[src/rtl/core/ttx28_pkg.sv]
// ----------------------------------------------------------------------------
// Teletext X/28 format 1 decoder package
// Beat types, record kinds and sizing constants shared by the decoder files.
// ----------------------------------------------------------------------------
package ttx28_pkg;

	localparam int COLOUR_ENTRIES = 16;
	localparam int FIFO_DEPTH     = 4;
	localparam int FIFO_AW        = $clog2(FIFO_DEPTH);
	localparam int FIFO_CW        = $clog2(FIFO_DEPTH + 1);

	localparam logic [1:0] KIND_HEADER  = 2'd0;
	localparam logic [1:0] KIND_COLOUR  = 2'd1;
	localparam logic [1:0] KIND_TRAILER = 2'd2;
	localparam logic [1:0] KIND_ERROR   = 2'd3;

	typedef struct packed {
		logic [7:0] byte_low;
		logic [7:0] byte_mid;
		logic [7:0] byte_high;
		logic       packet_start;
	} in_beat_t;

	typedef struct packed {
		logic [1:0]  record_kind;
		logic [3:0]  colour_index;
		logic [11:0] colour_value;
		logic [6:0]  default_charset;
		logic [6:0]  second_charset;
		logic [2:0]  panel_flags;
		logic [3:0]  panel_columns;
		logic [4:0]  screen_colour;
		logic [4:0]  row_colour;
		logic        black_substitute;
		logic [2:0]  remap_mode;
		logic        last;
	} out_beat_t;

	typedef struct packed {
		logic        ok;
		logic [17:0] data;
	} ham_result_t;

endpackage

[src/rtl/core/ttx28_hamming.sv]
// ----------------------------------------------------------------------------
// Hamming 24/18 triplet decoder
// Checks one triplet, corrects a single error and flags anything worse.
// ----------------------------------------------------------------------------
module ttx28_hamming
	import ttx28_pkg::*;
(
	input  logic [23:0] triplet,
	output ham_result_t result
);

	logic [4:0]  syn;
	logic [4:0]  err;
	logic        par;
	logic [23:0] fixed;

	always_comb begin
		syn = 5'd0;
		for (int i = 0; i < 23; i++) begin
			if (triplet[i]) begin
				syn = syn ^ 5'(i + 1);
			end
		end
		par = ^triplet;
		// Each set bit marks a failed parity test A..E.
		err = syn ^ 5'h1f;
		fixed = triplet;
		if (par) begin
			result.ok = (err == 5'd0);
		end else begin
			result.ok = (err <= 5'd23);
			if (err != 5'd0 && err <= 5'd23) begin
				fixed = triplet ^ (24'd1 << (err - 5'd1));
			end
		end
		result.data = {fixed[22:16], fixed[14:8], fixed[6:4], fixed[2]};
	end

endmodule

[src/rtl/core/teletext_x28_format1_decoder_top.sv]
// ----------------------------------------------------------------------------
// Teletext X/28 format 1 decoder, top level
// Input beats are registered, and their result beats go to a 4-entry queue.
// Throughput: one triplet per cycle while that queue has room for two beats;
// a triplet yields up to two result beats, one beat leaving per out_ready cycle.
// Reset: arst_n clears the queue and the packet state; the decoder then waits
// for a beat with packet_start set.
// ----------------------------------------------------------------------------
module teletext_x28_format1_decoder_top
	import ttx28_pkg::*;
(
	input  logic      clk,
	input  logic      arst_n,
	input  logic      in_valid,
	output logic      in_ready,
	input  in_beat_t  in_data,
	output logic      out_valid,
	input  logic      out_ready,
	output out_beat_t out_data
);

	// Input stage
	logic     in_valid_s1;
	in_beat_t in_s1;

	// Packet state
	logic        aborted_q;
	logic [3:0]  tc_q;
	logic [4:0]  cc_q;
	logic [4:0]  bc_q;
	logic [25:0] buf_q;
	logic [17:0] first_q;

	// Result queue
	out_beat_t          fifo_mem [FIFO_DEPTH];
	logic [FIFO_AW-1:0] wr_ptr_q;
	logic [FIFO_AW-1:0] rd_ptr_q;
	logic [FIFO_CW-1:0] cnt_q;

	ham_result_t ham;
	logic        s1_go;
	logic        pop;
	logic        space_ok;
	logic [FIFO_CW-1:0] cnt_after_pop;

	logic        abort_eff;
	logic [3:0]  tc_e;
	logic [4:0]  cc_e;
	logic [4:0]  bc_e;
	logic [25:0] buf_e;

	logic        aborted_n;
	logic [3:0]  tc_n;
	logic [4:0]  cc_n;
	logic [5:0]  bc_w;
	logic [25:0] buf_w;
	logic [17:0] first_n;
	logic [1:0]  rec_n;
	out_beat_t   rec0;
	out_beat_t   rec1;
	out_beat_t   rec_tmp;
	logic [1:0]  push;

	ttx28_hamming u_hamming (
		.triplet ({in_s1.byte_high, in_s1.byte_mid, in_s1.byte_low}),
		.result  (ham)
	);

	assign pop           = out_valid && out_ready;
	assign cnt_after_pop = cnt_q - FIFO_CW'(pop);
	assign space_ok      = cnt_after_pop <= FIFO_CW'(FIFO_DEPTH - 2);
	assign s1_go         = in_valid_s1 && space_ok;
	assign in_ready      = !in_valid_s1 || space_ok;

	always_ff @(posedge clk or negedge arst_n) begin
		if (!arst_n) begin
			in_valid_s1 <= 1'b0;
		end else if (in_ready) begin
			in_valid_s1 <= in_valid;
		end
	end

	always_ff @(posedge clk) begin
		if (in_valid && in_ready) begin
			in_s1 <= in_data;
		end
	end

	// Record building for the triplet held in the input stage.
	always_comb begin
		abort_eff = in_s1.packet_start ? 1'b0 : aborted_q;
		tc_e      = in_s1.packet_start ? 4'd0 : tc_q;
		cc_e      = in_s1.packet_start ? 5'd0 : cc_q;
		bc_e      = in_s1.packet_start ? 5'd0 : bc_q;
		buf_e     = in_s1.packet_start ? 26'd0 : buf_q;

		aborted_n = abort_eff;
		tc_n      = tc_e;
		cc_n      = cc_e;
		bc_w      = {1'b0, bc_e};
		buf_w     = buf_e;
		first_n   = first_q;
		rec_n     = 2'd0;
		rec0      = '0;
		rec1      = '0;
		rec_tmp   = '0;

		if (!abort_eff) begin
			if (!ham.ok) begin
				rec0.record_kind = KIND_ERROR;
				rec0.last        = 1'b1;
				rec_n            = 2'd1;
				aborted_n        = 1'b1;
			end else if (tc_e == 4'd0) begin
				first_n = ham.data;
				tc_n    = 4'd1;
			end else if (tc_e == 4'd1) begin
				rec0.record_kind     = KIND_HEADER;
				rec0.default_charset = first_q[13:7];
				rec0.second_charset  = {ham.data[2:0], first_q[17:14]};
				rec0.panel_flags     = ham.data[5:3];
				rec0.panel_columns   = ham.data[9:6];
				rec_n                = 2'd1;
				buf_w                = 26'(ham.data[17:10]);
				bc_w                 = 6'd8;
				tc_n                 = 4'd2;
			end else begin
				buf_w = buf_e | (26'(ham.data) << bc_e[3:0]);
				bc_w  = {1'b0, bc_e} + 6'd18;
				tc_n  = tc_e + 4'd1;
				// Up to two colour entries leave the bit buffer per triplet.
				for (int k = 0; k < 2; k++) begin
					if (bc_w >= 6'd12 && cc_n < 5'(COLOUR_ENTRIES)) begin
						rec_tmp              = '0;
						rec_tmp.record_kind  = KIND_COLOUR;
						rec_tmp.colour_index = cc_n[3:0];
						rec_tmp.colour_value = buf_w[11:0];
						if (k == 0) begin
							rec0 = rec_tmp;
						end else begin
							rec1 = rec_tmp;
						end
						buf_w = buf_w >> 12;
						bc_w  = bc_w - 6'd12;
						cc_n  = cc_n + 5'd1;
						rec_n = rec_n + 2'd1;
					end
				end
				if (cc_n >= 5'(COLOUR_ENTRIES) && bc_w == 6'd14 && rec_n != 2'd2) begin
					rec_tmp                  = '0;
					rec_tmp.record_kind      = KIND_TRAILER;
					rec_tmp.screen_colour    = buf_w[4:0];
					rec_tmp.row_colour       = buf_w[9:5];
					rec_tmp.black_substitute = buf_w[10];
					rec_tmp.remap_mode       = buf_w[13:11];
					rec_tmp.last             = 1'b1;
					if (rec_n == 2'd0) begin
						rec0 = rec_tmp;
					end else begin
						rec1 = rec_tmp;
					end
					rec_n     = rec_n + 2'd1;
					aborted_n = 1'b1;
				end
			end
		end
	end

	always_ff @(posedge clk or negedge arst_n) begin
		if (!arst_n) begin
			aborted_q <= 1'b1;
			tc_q      <= 4'd0;
			cc_q      <= 5'd0;
			bc_q      <= 5'd0;
			buf_q     <= 26'd0;
			first_q   <= 18'd0;
		end else if (s1_go) begin
			aborted_q <= aborted_n;
			tc_q      <= tc_n;
			cc_q      <= cc_n;
			bc_q      <= bc_w[4:0];
			buf_q     <= buf_w;
			first_q   <= first_n;
		end
	end

	assign push = s1_go ? rec_n : 2'd0;

	always_ff @(posedge clk) begin
		if (push != 2'd0) begin
			fifo_mem[wr_ptr_q] <= rec0;
		end
		if (push == 2'd2) begin
			fifo_mem[wr_ptr_q + FIFO_AW'(1)] <= rec1;
		end
	end

	always_ff @(posedge clk or negedge arst_n) begin
		if (!arst_n) begin
			wr_ptr_q <= '0;
			rd_ptr_q <= '0;
			cnt_q    <= '0;
		end else begin
			wr_ptr_q <= wr_ptr_q + FIFO_AW'(push);
			rd_ptr_q <= rd_ptr_q + FIFO_AW'(pop);
			cnt_q    <= cnt_after_pop + FIFO_CW'(push);
		end
	end

	assign out_valid = cnt_q != '0;
	assign out_data  = fifo_mem[rd_ptr_q];

	// The queue never holds more beats than it has entries.
	assert property (@(posedge clk) disable iff (!arst_n)
		cnt_q <= FIFO_CW'(FIFO_DEPTH))
		else $error("result queue overflow");

	// No more colour entries than the map holds are ever counted.
	assert property (@(posedge clk) disable iff (!arst_n)
		cc_q <= 5'(COLOUR_ENTRIES))
		else $error("colour entry count out of range");

	// A bad triplet in an active packet leaves the decoder idle.
	assert property (@(posedge clk) disable iff (!arst_n)
		s1_go && !abort_eff && !ham.ok |=> aborted_q)
		else $error("decoder still active after an uncorrectable triplet");

	// Trailer and error beats close the packet, other beats do not.
	assert property (@(posedge clk) disable iff (!arst_n)
		out_valid |-> (out_data.last == (out_data.record_kind == KIND_TRAILER ||
			out_data.record_kind == KIND_ERROR)))
		else $error("last flag does not match the record kind");

endmodule
[config.mk]
export PLATFORM = sky130hd
export DESIGN_NAME = teletext_x28_format1_decoder_top
export DESIGN_NICKNAME = d
export VERILOG_FILES = /design/src/rtl/core/ttx28_pkg.sv /design/src/rtl/core/ttx28_hamming.sv /design/src/rtl/core/teletext_x28_format1_decoder_top.sv
export SDC_FILE = /design/constraint.sdc
export NUM_CORES = 1
export LEC_CHECK = 0
export BUFFER_PORTS_ARGS = -buffer_cell sky130_fd_sc_hd__clkbuf_2
export CORE_MARGIN = 2
export CORE_UTILIZATION = 45
export DETAILED_ROUTE_END_ITERATION = 8
export GPL_TIMING_DRIVEN = 0
export PLACE_DENSITY = 0.67
export SYNTH_ARGS = -nofsm -noshare
export SYNTH_HDL_FRONTEND = slang
export SYNTH_SLANG_ARGS = --single-unit
[constraint.sdc]
create_clock -name clk -period 9.7 [get_ports clk]
set_clock_uncertainty 0.05 [all_clocks]
set_input_delay 0.97 -clock clk [delete_from_list [all_inputs] [get_ports clk]]
set_output_delay 0.97 -clock clk [all_outputs]
set_load 0.1 [all_outputs]
# == Word-level counts from Yosys, hierarchy flattened ==
# Memories as Yosys holds them, arrays and structs flattened.
# Index checks and enable logic that the tools add are counted.
# totals
output_inout_bits,56
input_bits,29
memories,1
mem_bits_rw,216
word_cells,203
ff_bits,92
# op_classes
mux,117
addsub,14
bitwise_logic,26
n_shift,2
n_eq_ne,4
n_lt_le_gt_ge,7
reduce_logical,18
# mem_list
name,depth,word_bits,read_ports,rd_ports_with_merged_regs,wr,line_no,source
fifo_mem,4,54,1,0,2,teletext_x28_format1_decoder_top.sv:35,out_beat_t fifo_mem [FIFO_DEPTH];
# op_table
cell,count
$mux W54,10
$mux W26,11
$mux W5,28
$mux W53,2
$mux W6,10
$mux W4,13
$mux W51,1
$mux W23,2
$mux W2,19
$or A26 B26 Y26,1
$shl A18 B4 Y26,1
$reduce_xor A24 Y1,1
$shl A1 B5 Y23 const A,1
$xor A23 B23 Y23,1
$mux W21,1
$not A3 Y3,7
$not A2 Y2,9
$mux W16,1
$mux W15,1
$mux W1,14
$ge A6 B4 Y1 const B,2
$mux W3,4
$sub A6 B4 Y6 const B,2
$add A5 B1 Y5 const B,2
30 further kinds,44

# == Longest topological paths before layout ==
# Gate-level depths: netlist of run 1.
# logic_depth
depth_word,65
mapped_depth,34
mapped_depth_nobuf,27

# == Cells and area by module ==
# A second synthesis of run 1 with hierarchy kept.
# unflattened
hier_cells,1440
hier_area_um2,16233.1
# modules_own_cells
mod,area_per_inst_um2,instances,seq_area_each_um2,cells_per_inst
teletext_x28_format1_decoder_top,15289.7,1,7778.7,1339
ttx28_hamming,943.4,1,0.0,101

# == Worst setup path after synthesis of run 1 ==
# No wires, ideal clock.
# synth_timing
path_kind,register to register
start,register in_s1[0] in the netlist's numbering
end,memory fifo_mem[3][0] in the netlist's numbering (enable)
n_path_buf,7
stages_incl_launch_ff,31
required_ns,9.172
period_less_slack_ns,7.720
arrival_ns,7.192
slack_ns,1.980
setup_ns,0.478
path_cell_list,edfxtp_1 -> buf_2 -> inv_1 -> nand2_1 -> inv_1 -> buf_1 -> clkbuf_1 -> ha_1 -> inv_1 -> xnor2_1 -> ha_1 -> and4bb_2 -> a21o_1 -> inv_1 -> clkbuf_1 -> a21oi_1 -> ha_1 -> o31a_1 -> nand2_1 -> inv_1 -> buf_1 -> ha_1 -> nor3_1 -> o21ai_0 -> o31a_1 -> o311ai_2 -> nand3_1 -> nand3_1 -> clkbuf_1 -> buf_1 -> nand2_1
# synth_lines
element,line_no,source
start: declaration,teletext_x28_format1_decoder_top.sv:24,in_beat_t in_s1;
start signal: assignment,teletext_x28_format1_decoder_top.sv:85,in_s1 <= in_data;
end: declaration,teletext_x28_format1_decoder_top.sv:35,

==> impl_metrics.csv, run 1 <==
group,metric,value,unit
floorplan,die_area,38620,um^2
setup_path,rr_worst_depth,30,
setup_path,timing.rr.start,"in_s1[0]",
detailed_routing,detail_route.first_pass.iterations,6,
synth,synthSimpleGateAreaFrac,0.1711,
sta,slew_viol_final,0,
synth,ys_seq_area_frac,0.4664,
sta,fin_hold_ws,0.3966,ns
sta,worst_slew_pin_slew,1.135,ns
run,cap_violations,0,
global_routing,antenna_found_initial,0,
sta,rsz0062_at_grt,"false",
detailed_routing,wl_per_cell,23.96,um
detailed_routing,drc,0,
cells_and_area,n_antenna_cell,0,
outcome,status,"finished, final reports clean",
floorplan,ioPinCount,85,
setup_path,path_max_fanout,17,
synth,synth.distinct_cells,103,
cells_and_area,fillCellCount,3300,
setup_path,r2r_slack,0.53,ns
floorplan,die_x,196.5,um
synth,ys_ff_latch,297,
setup_path,cpPeakStageDelay,0.67,ns
synth,yosys_warnings,0,
cells_and_area,drive_gt1_frac,0.1624,
sta,hold_viol,0,
detailed_routing,routed_wl,54900,um
sta,max_clock_freq,109.1,MHz
cells_and_area,fin_util,0.5197,
clock_network,insertion_delay,0.56,ns
setup_path,slowest_stage,"or4_1",
synth,synthMuxAreaShare,0.09791,
cells_and_area,syn_to_final_growth,13.80,%
setup_path,critPathLaunch,"in_s1[0]",
floorplan,rows,70,
clock_network,h-tree-depth,2,
setup_path,crit_end,"fifo_mem[3][44]",
detailed_routing,vias,14322,
synth,syn_avg_cell_area,9.951,um^2
sta,finalSetupTns,0,ns
synth,synth_flop_cell,"edfxtp_1",
synth,netlist_area,16680,um^2
detailed_routing,avgViaCountPerCell,6.251,
setup_path,start_kind,"flop",
clock_network,cts.path.max_buffers,3,
sta,relSlewSlack,0.2236,
sta,post-route-period-util,0.9452,
synth,synth_compound_area_frac,0.1797,
synth,synthAdderAreaFrac,0.01470,
cells_and_area,fin_nets,1844,
clock_network,tritoncts,"done",
synth,syn_nets,1724,
synth,synth_top_family_by_area,"compound AO/OA/AOI/OAI gates",
clock_network,cts_root_buf,"clkbuf_16",
global_routing,grt_pass1_wl,82650,um
detailed_routing,ant_nets,0,
global_routing,track_usage,0.2845,
synth,async_flop_share,0.2020,
placement,dp_hpwl,40160,um
synth,synth_edf_count,153,
detailed_routing,first_iter_violations,1718,
worst_hold_path,hp-class,"in2async",
sta,setup_viol,0,
setup_path,worstPathArrival,9.39,ns
setup_path,r2r-end,"fifo_mem[3][44]",
clock_network,numCtsBuffers,36,
clock_network,clock-sinks,297,
setup_path,path_common_cell,"inv_1",
global_routing,grt_max_degree,61,
floorplan,initial_core_util,0.4566,
placement,place.gp.congestion,0.9865,
sta,fin_crit,9.169,ns
setup_path,required,9.92,ns
setup_path,path_class,"reg2reg",
synth,yosys.area_share.xor_xnor,0.03849,
global_routing,grt-ovfl-total,0,
global_routing,first_global_vias,13577,
setup_path,setup.worst_path.end_class,"flop",
synth,syn_inst,1676,
floorplan,coreArea,36520,um^2
floorplan,die-height,196.5,um
clock_network,path_clk_slew,0.06,ns
placement,port-buffer-count,84,
[layer usage]
metal	wire length [um]	vias to the layer above	track usage
met5	0	-	0
li1	-	6452	-
met2	24380	765	0.4303
met4	2679	0	0.1375
met1	23000	6952	0.3937
met3	4846	153	0.05613
[final cells by class]
type,instances,area [um^2],share of cell area
well taps,468,585.6,0.03085
inverters,28,107.6,0.005669
clock inverters,19,197.7,0.01042
clock buffers,46,1011,0.05327
plain buffers,101,422.9,0.02228
flip-flops and latches,297,7779,0.4098
repair buffers,85,450.4,0.02373
multi-input cells,1247,8426,0.4439
[flip-flops by register name, indices dropped and copies added (netlist names)]
name,count
in_s1,25
bc_q,5
first_q,11
in_valid_s1,1
buf_q,26
cnt_q,3
tc_q,4
fifo_mem,212
rd_ptr_q,2
wr_ptr_q,2
cc_q,5
aborted_q,1
[per-stage QoR]
| step | cell area (um^2) | std cells | setup WS [ns] |
|---|---|---|---|
| 2_1_floorplan | 16680 | 1676 | 1.980 |
| 3_3_place_gp | 17680 | 2228 | -1.226 |
| 3_5_place_dp | 17720 | 2229 | -0.6548 |
| 4_1_cts | 18960 | 2294 | 0.01036 |
| 5_1_grt | 18980 | 2291 | 0.1320 |
| 6_report | 18980 | 2291 | 0.5313 |
[critical path, delay by kind of cell, from the launching register on]
family / cells / cell delay (ns)
AND/OR/NAND/NOR: 9 / 2.73
buffers and inverters: 9 / 2.22
AO/OA/AOI/OAI: 7 / 1.80
adder cells (fa/ha/maj): 4 / 1.34
flip-flops: 1 / 0.48
XOR/XNOR: 1 / 0.22
[synthesized netlist by cell type, types with 6 or more instances]
master | instances | area (um^2)
a21oi_1 | 122 | 610.6
a221oi_1 | 6 | 52.55
a22o_1 | 16 | 140.1
a22oi_1 | 8 | 60.06
a31oi_1 | 8 | 50.05
and2_1 | 14 | 87.58
and3_1 | 7 | 43.79
buf_1 | 17 | 63.81
buf_2 | 11 | 55.05
clkbuf_1 | 72 | 270.3
dfrtp_1 | 59 | 1476
dfxtp_1 | 84 | 1682
edfxtp_1 | 153 | 4594
ha_1 | 18 | 225.2
inv_1 | 27 | 101.4
mux2i_1 | 27 | 270.3
mux4_2 | 58 | 1306
nand2_1 | 191 | 716.9
nand2b_1 | 9 | 56.30
nand3_1 | 42 | 210.2
nor2_1 | 258 | 968.4
nor2b_1 | 14 | 87.58
nor3_1 | 35 | 175.2
o211ai_1 | 9 | 67.56
o21a_1 | 20 | 150.1
o21ai_0 | 89 | 445.4
o21ai_1 | 7 | 35.03
o22ai_1 | 65 | 406.6
o31ai_1 | 9 | 67.56
o32ai_1 | 6 | 52.55
or2_1 | 6 | 37.54
or2_2 | 9 | 56.30
or3_1 | 16 | 100.1
xnor2_1 | 32 | 280.3
xor2_1 | 15 | 131.4
[placed cells by master, fill, tap and decap left out, types with 42 or more instances in the layout]
cell type,instances
dfxtp_1,84
mux4_2,58
clkbuf_1,68
clkbuf_2,91
nor2_1,258
nand3_1,42
edfxtp_1,153
nand2_1,187
a21oi_1,122
o22ai_1,65
o21ai_0,89
dfrtp_1,59
[worst min-delay path by stage]
stage / slack [ns] / from / endpoint / cells past startpoint
finish: 0.40 / arst_n / bc_q[0] / 2
global route: 0.42 / arst_n / bc_q[0] / 2
floorplan: 0.37 / fifo_mem[1][17] / fifo_mem[1][17] / 2
CTS: 0.38 / arst_n / first_q[17] / 2
global placement: 0.38 / fifo_mem[1][32] / fifo_mem[1][32] / 2
detailed placement: 0.39 / fifo_mem[1][18] / fifo_mem[1][18] / 2
[timing repair]
action | CTS | global route
gates resized for setup | 9 | 13
buffers inserted | 0 | 0
hold buffers | 0 | 0
setup endpoints to repair | 145 | 268
cloned | 0 | 0
[cell families after synthesis]
kind of cell             Yosys count
buffers and inverters            132
adder cells (fa/ha/maj)           19
multiplexers                      90
flip-flops                       297
AO/OA/AOI/OAI                    448
AND/OR/NAND/NOR                  633
XOR/XNOR                          57
Power of run 1 is not shown: default switching activity piles up to over one toggle a cycle in this logic, so the estimate is an artifact.
==> inputs of run 2 (changes only) <==
Settings changed: BUFFER_PORTS_ARGS -buffer_cell sky130_fd_sc_hd__clkbuf_2 to default, CTS_BUF_LIST from default to sky130_fd_sc_hd__clkbuf_4, DONT_BUFFER_PORTS from default to 1, PLACE_DENSITY 0.67 to 0.65.
==> impl_metrics.csv, run 2 (synthesis results as in run 1) <==
group,metric,value,unit
outcome,status,"finished, final reports clean",
setup_path,timing.rr.start,"in_s1[0]",
floorplan,coreArea,36520,um^2
clock_network,path_clk_slew,0.06,ns
placement,place.gp.congestion,1.014,
setup_path,path_class,"reg2reg",
clock_network,numCtsBuffers,80,
sta,slew_viol_final,0,
floorplan,die_area,38620,um^2
clock_network,clock-sinks,297,
detailed_routing,wl_per_cell,24.33,um
floorplan,die-height,196.5,um
detailed_routing,first_iter_violations,1694,
global_routing,first_global_vias,13802,
setup_path,rr_worst_depth,30,
cells_and_area,layout_commonest_cell,"nor2_1",
sta,setup_viol,0,
sta,fin_crit,9.156,ns
detailed_routing,detail_route.first_pass.iterations,6,
cells_and_area,postLayoutCellArea,18460,um^2
global_routing,use_met3,0.06092,
sta,relSlewSlack,0.1681,
global_routing,track_usage,0.2884,
clock_network,cts.path.max_buffers,3,
detailed_routing,vias,14406,
clock_network,tritoncts,"done",
global_routing,grt-ovfl-total,0,
clock_network,cts_root_buf,"clkbuf_4",
sta,max_clock_freq,109.2,MHz
clock_network,h-tree-depth,3,
cells_and_area,multi_input_area,8448,um^2
setup_path,r2r_slack,0.54,ns
cells_and_area,drive_gt1_frac,0.1602,
clock_network,insertion_delay,0.80,ns
detailed_routing,routed_wl,55610,um
setup_path,crit_end,"fifo_mem[3][5]",
cells_and_area,syn_to_final_growth,10.70,%
detailed_routing,avgViaCountPerCell,6.302,
detailed_routing,ant_nets,0,
floorplan,ioPinCount,85,
run,cap_violations,0,
cells_and_area,layout_common_cells,"nor2_1, nand2_1, edfxtp_1, clkbuf_4, a21oi_1",
detailed_routing,drc,0,
setup_path,critPathLaunch,"in_s1[0]",
sta,rsz0062_at_grt,"false",
floorplan,initial_core_util,0.4566,
setup_path,path_max_fanout,32,
placement,place_area,17310,um^2
global_routing,antenna_found_initial,2,
setup_path,start_kind,"flop",
floorplan,die_x,196.5,um
sta,post-route-period-util,0.9439,
global_routing,grt_pass1_wl,84170,um
setup_path,cpPeakStageDelay,0.66,ns
cells_and_area,seqCellArea,7779,um^2
placement,port-buffer-count,0,
cells_and_area,fillCellCount,3374,
global_routing,use_met2,0.4433,
setup_path,worstPathArrival,9.53,ns
global_routing,grt_busiest_layer,"met2",
setup_path,setup.worst_path.end_class,"flop",
cells_and_area,top_regs,"fifo_mem: 212 flops, buf_q: 26 flops, in_s1: 25 flops",
setup_path,slowest_stage,"or4_1",
placement,dp_hpwl,40230,um
setup_path,required,10.07,ns
sta,hold_viol,0,
global_routing,grt.met1_usage,0.3989,
clock_network,post-cts-setup-buffers,0,
cells_and_area,largest_reg_flops,212,
sta,worst_slew_pin_slew,1.216,ns
floorplan,rows,70,
global_routing,grt_max_degree,61,
cells_and_area,max_flop_register,"fifo_mem",
setup_path,path_common_cell,"inv_1",
worst_hold_path,hp-class,"in2reg",
cells_and_area,fin_nets,1805,
setup_path,r2r-end,"fifo_mem[3][5]",
-- run 2: cell types whose count changed in the layout (fill, tap and decap cells not counted), sizes merged --
cell and delta:
clkinv +3, diode +1, clkbuf -10, bufinv -1
dlygate4sd3 +1, inv +1, clkinvlp -3, buf +3
-- run 2: worst min path at each step --
| stage | startpoint | end | cells after the start |
|---|---|---|---|
| 3_3_place_gp | fifo_mem[1][33] | fifo_mem[1][33] | 2 |
| 4_1_cts | in_data[24] | in_s1[24] | 0 |
| 6_report | in_data[4] | in_s1[4] | 0 |
| 2_1_floorplan | fifo_mem[1][17] | fifo_mem[1][17] | 2 |
| 3_5_place_dp | fifo_mem[1][23] | fifo_mem[1][23] | 2 |
| 5_1_grt | in_data[24] | in_s1[24] | 0 |
-- run 2: area by class of cell --
class	count	area share
diodes	1	0.0001355
plain buffers	99	0.02250
clock buffers	123	0.05002
clock inverters	19	0.007116
inverters	28	0.005829
multi-input cells	1247	0.4576
flip-flops and latches	297	0.4213
well taps	468	0.03172
repair buffers	4	0.003728
-- run 2: timing repair --
| action | CTS | global route |
|---|---|---|
| hold endpoints to repair | 60 | 0 |
| setup endpoints to repair | 213 | 276 |
| hold buffers | 2 | 0 |
| resized for setup | 12 | 14 |
-- run 2: routing by layer --
layer / vias to the layer above / wire length [um]
met5: - / 7
met4: 2 / 2023
met3: 141 / 5175
met2: 844 / 25120
met1: 7004 / 23280
li1: 6415 / -
-- run 2: worst max-delay path: cells and delay by family, from the launching register on --
family	cells	cell delay, ns
compound gates	5	1.12
xor+xnor	1	0.21
fa+ha+maj	4	1.31
buf+inv	11	2.93
flops	1	0.42
simple gates	9	2.73
-- run 2: per-stage QoR --
step	hold slack [ns]	setup slack (ns)	utilization	instances	TNS (ns)
detailed placement	0.3916	-1.056	0.4738	2146	-116.74
finish	0.2281	0.5439	0.5055	2286	0
floorplan	0.3698	1.980	-	1676	0
global route	0.2079	0.02051	0.5055	2286	0
global placement	0.3785	-1.586	0.4727	2144	-192.07
CTS	0.1731	0.1158	0.5044	2287	0
Power of run 2 is left out for the same reason.
==> inputs of run 3 (changes only) <==
Settings changed: RECOVER_POWER from default to 25.
==> impl_metrics.csv, run 3 (synthesis results as in run 1) <==
group,metric,value,unit
worst_hold_path,hp-class,"in2reg",
sta,slew_viol_final,87,
run,cap_violations,2,
setup_path,slowest_stage,"or4_1",
setup_path,cpPeakStageDelay,0.66,ns
placement,dp_hpwl,40230,um
setup_path,setup.worst_path.end_class,"flop",
cells_and_area,fin_nets,1805,
clock_network,numCtsBuffers,80,
floorplan,die_x,196.5,um
sta,worst_slew_pin_slew,3.660,ns
setup_path,path_max_fanout,32,
placement,place.gp.congestion,1.014,
global_routing,antenna_found_initial,2,
detailed_routing,routed_wl,55600,um
detailed_routing,detail_route.first_pass.iterations,9,
detailed_routing,drc,0,
detailed_routing,ant_nets,0,
global_routing,first_global_vias,13802,
cells_and_area,syn_to_final_growth,10.32,%
setup_path,start_kind,"flop",
setup_path,required,10.07,ns
placement,port-buffer-count,0,
global_routing,grt-ovfl-total,0,
setup_path,worstPathArrival,9.60,ns
sta,worst_slack,0.4743,ns
floorplan,rows,70,
placement,pre_cts_ws,-1.056,ns
floorplan,initial_core_util,0.4566,
sta,post-route-period-util,0.9511,
outcome,violations,"capacitance limit, slew limit",
cells_and_area,max_flop_register,"fifo_mem",
setup_path,rr_worst_depth,30,
cells_and_area,largest_reg_flops,212,
cells_and_area,top_regs,"fifo_mem: 212 flops, buf_q: 26 flops, in_s1: 25 flops",
sta,rsz0062_at_grt,"false",
sta,setup_viol,0,
sta,relSlewSlack,-1.440,
clock_network,post-cts-setup-buffers,0,
cells_and_area,layout_common_cells,"nor2_1, nand2_1, edfxtp_1, clkbuf_4, a21oi_1",
floorplan,die-height,196.5,um
clock_network,h-tree-depth,3,
floorplan,die_area,38620,um^2
global_routing,track_usage,0.2884,
detailed_routing,wl_per_cell,24.32,um
detailed_routing,avgViaCountPerCell,6.290,
sta,max_clock_freq,108.4,MHz
clock_network,clock-sinks,297,
cells_and_area,drive_gt1_frac,0.1569,
detailed_routing,first_iter_violations,1580,
sta,fin_crit,9.226,ns
clock_network,insertion_delay,0.82,ns
global_routing,grt_pass1_wl,84170,um
sta,hold_viol,0,
detailed_routing,vias,14380,
cells_and_area,layout_commonest_cell,"nor2_1",
global_routing,grt_max_degree,61,
setup_path,path_common_cell,"inv_1",
outcome,status,"complete, but fails checks",
floorplan,coreArea,36520,um^2
worst_hold_path,whs_path_depth,0,
clock_network,path_clk_slew,0.06,ns
clock_network,tritoncts,"done",
floorplan,ioPinCount,85,
placement,place_area,17310,um^2
cells_and_area,postLayoutCellArea,18400,um^2
clock_network,cts_root_buf,"clkbuf_4",
clock_network,cts.path.max_buffers,3,
setup_path,path_class,"reg2reg",
sta,fin_hold_ws,0.2090,ns
[run 3: per-stage QoR]
stage / setup TNS [ns] / cells / utilization
after detailed placement: -116.74 / 2146 / 0.4738
after CTS: 0 / 2287 / 0.5044
after global placement: -192.07 / 2144 / 0.4727
after global routing: 0 / 2286 / 0.5037
after floorplan: 0 / 1676 / -
final: 0 / 2286 / 0.5037
[run 3: repair_timing]
item                                    4_1_cts  5_1_grt
endpoints found under the setup margin      213      276
pin swaps                                     0        0
resized for setup                            12       14
hold buffers                                  2        0
hold endpoints to repair                     60        0
cloned                                        0        0
[run 3: worst paths after layout]
kind                                 start               to  slack (ns)
min in group asynchronous           arst_n        buf_q[16]        1.94
max in group asynchronous           arst_n      wr_ptr_q[0]        5.51
setup reg to reg                  in_s1[0]  fifo_mem[3][13]        0.47
hold / removal                  in_data[4]         in_s1[4]        0.21
hold reg to reg            fifo_mem[1][23]  fifo_mem[1][23]        0.40
setup / recovery                  in_s1[0]  fifo_mem[3][13]        0.47
[run 3: layout make-up]
cell class	count	area, um^2
Tap cell	468	585.6
Clock inverter	19	131.4
Fill cell	3381	18120
Sequential cell	297	7779
Clock buffer	123	923.4
Multi-Input combinational cell	1247	8443
Timing Repair Buffer	4	21.27
Buffer	99	404.1
Inverter	28	107.6
Antenna cell	1	2.502
[run 3: worst max-delay path, delay by kind of cell, from the launching register on]
family / cells / cell delay, ns
and+or+nand+nor: 9 / 2.77
AOI/OAI and AO/OA: 5 / 1.14
adders and majority gates: 4 / 1.31
buffers and inverters: 11 / 2.96
xor gates and xnor gates: 1 / 0.21
DFF: 1 / 0.42
[run 3: layer usage]
metal | up-vias | routed length, um | GRT usage
met2 | 884 | 25080 | 0.4433
met1 | 6952 | 22960 | 0.3989
met3 | 135 | 5561 | 0.06092
li1 | 6407 | - | -
met5 | - | 7 | 0
met4 | 2 | 1989 | 0.1178
Power of run 3 is left out for the same reason.
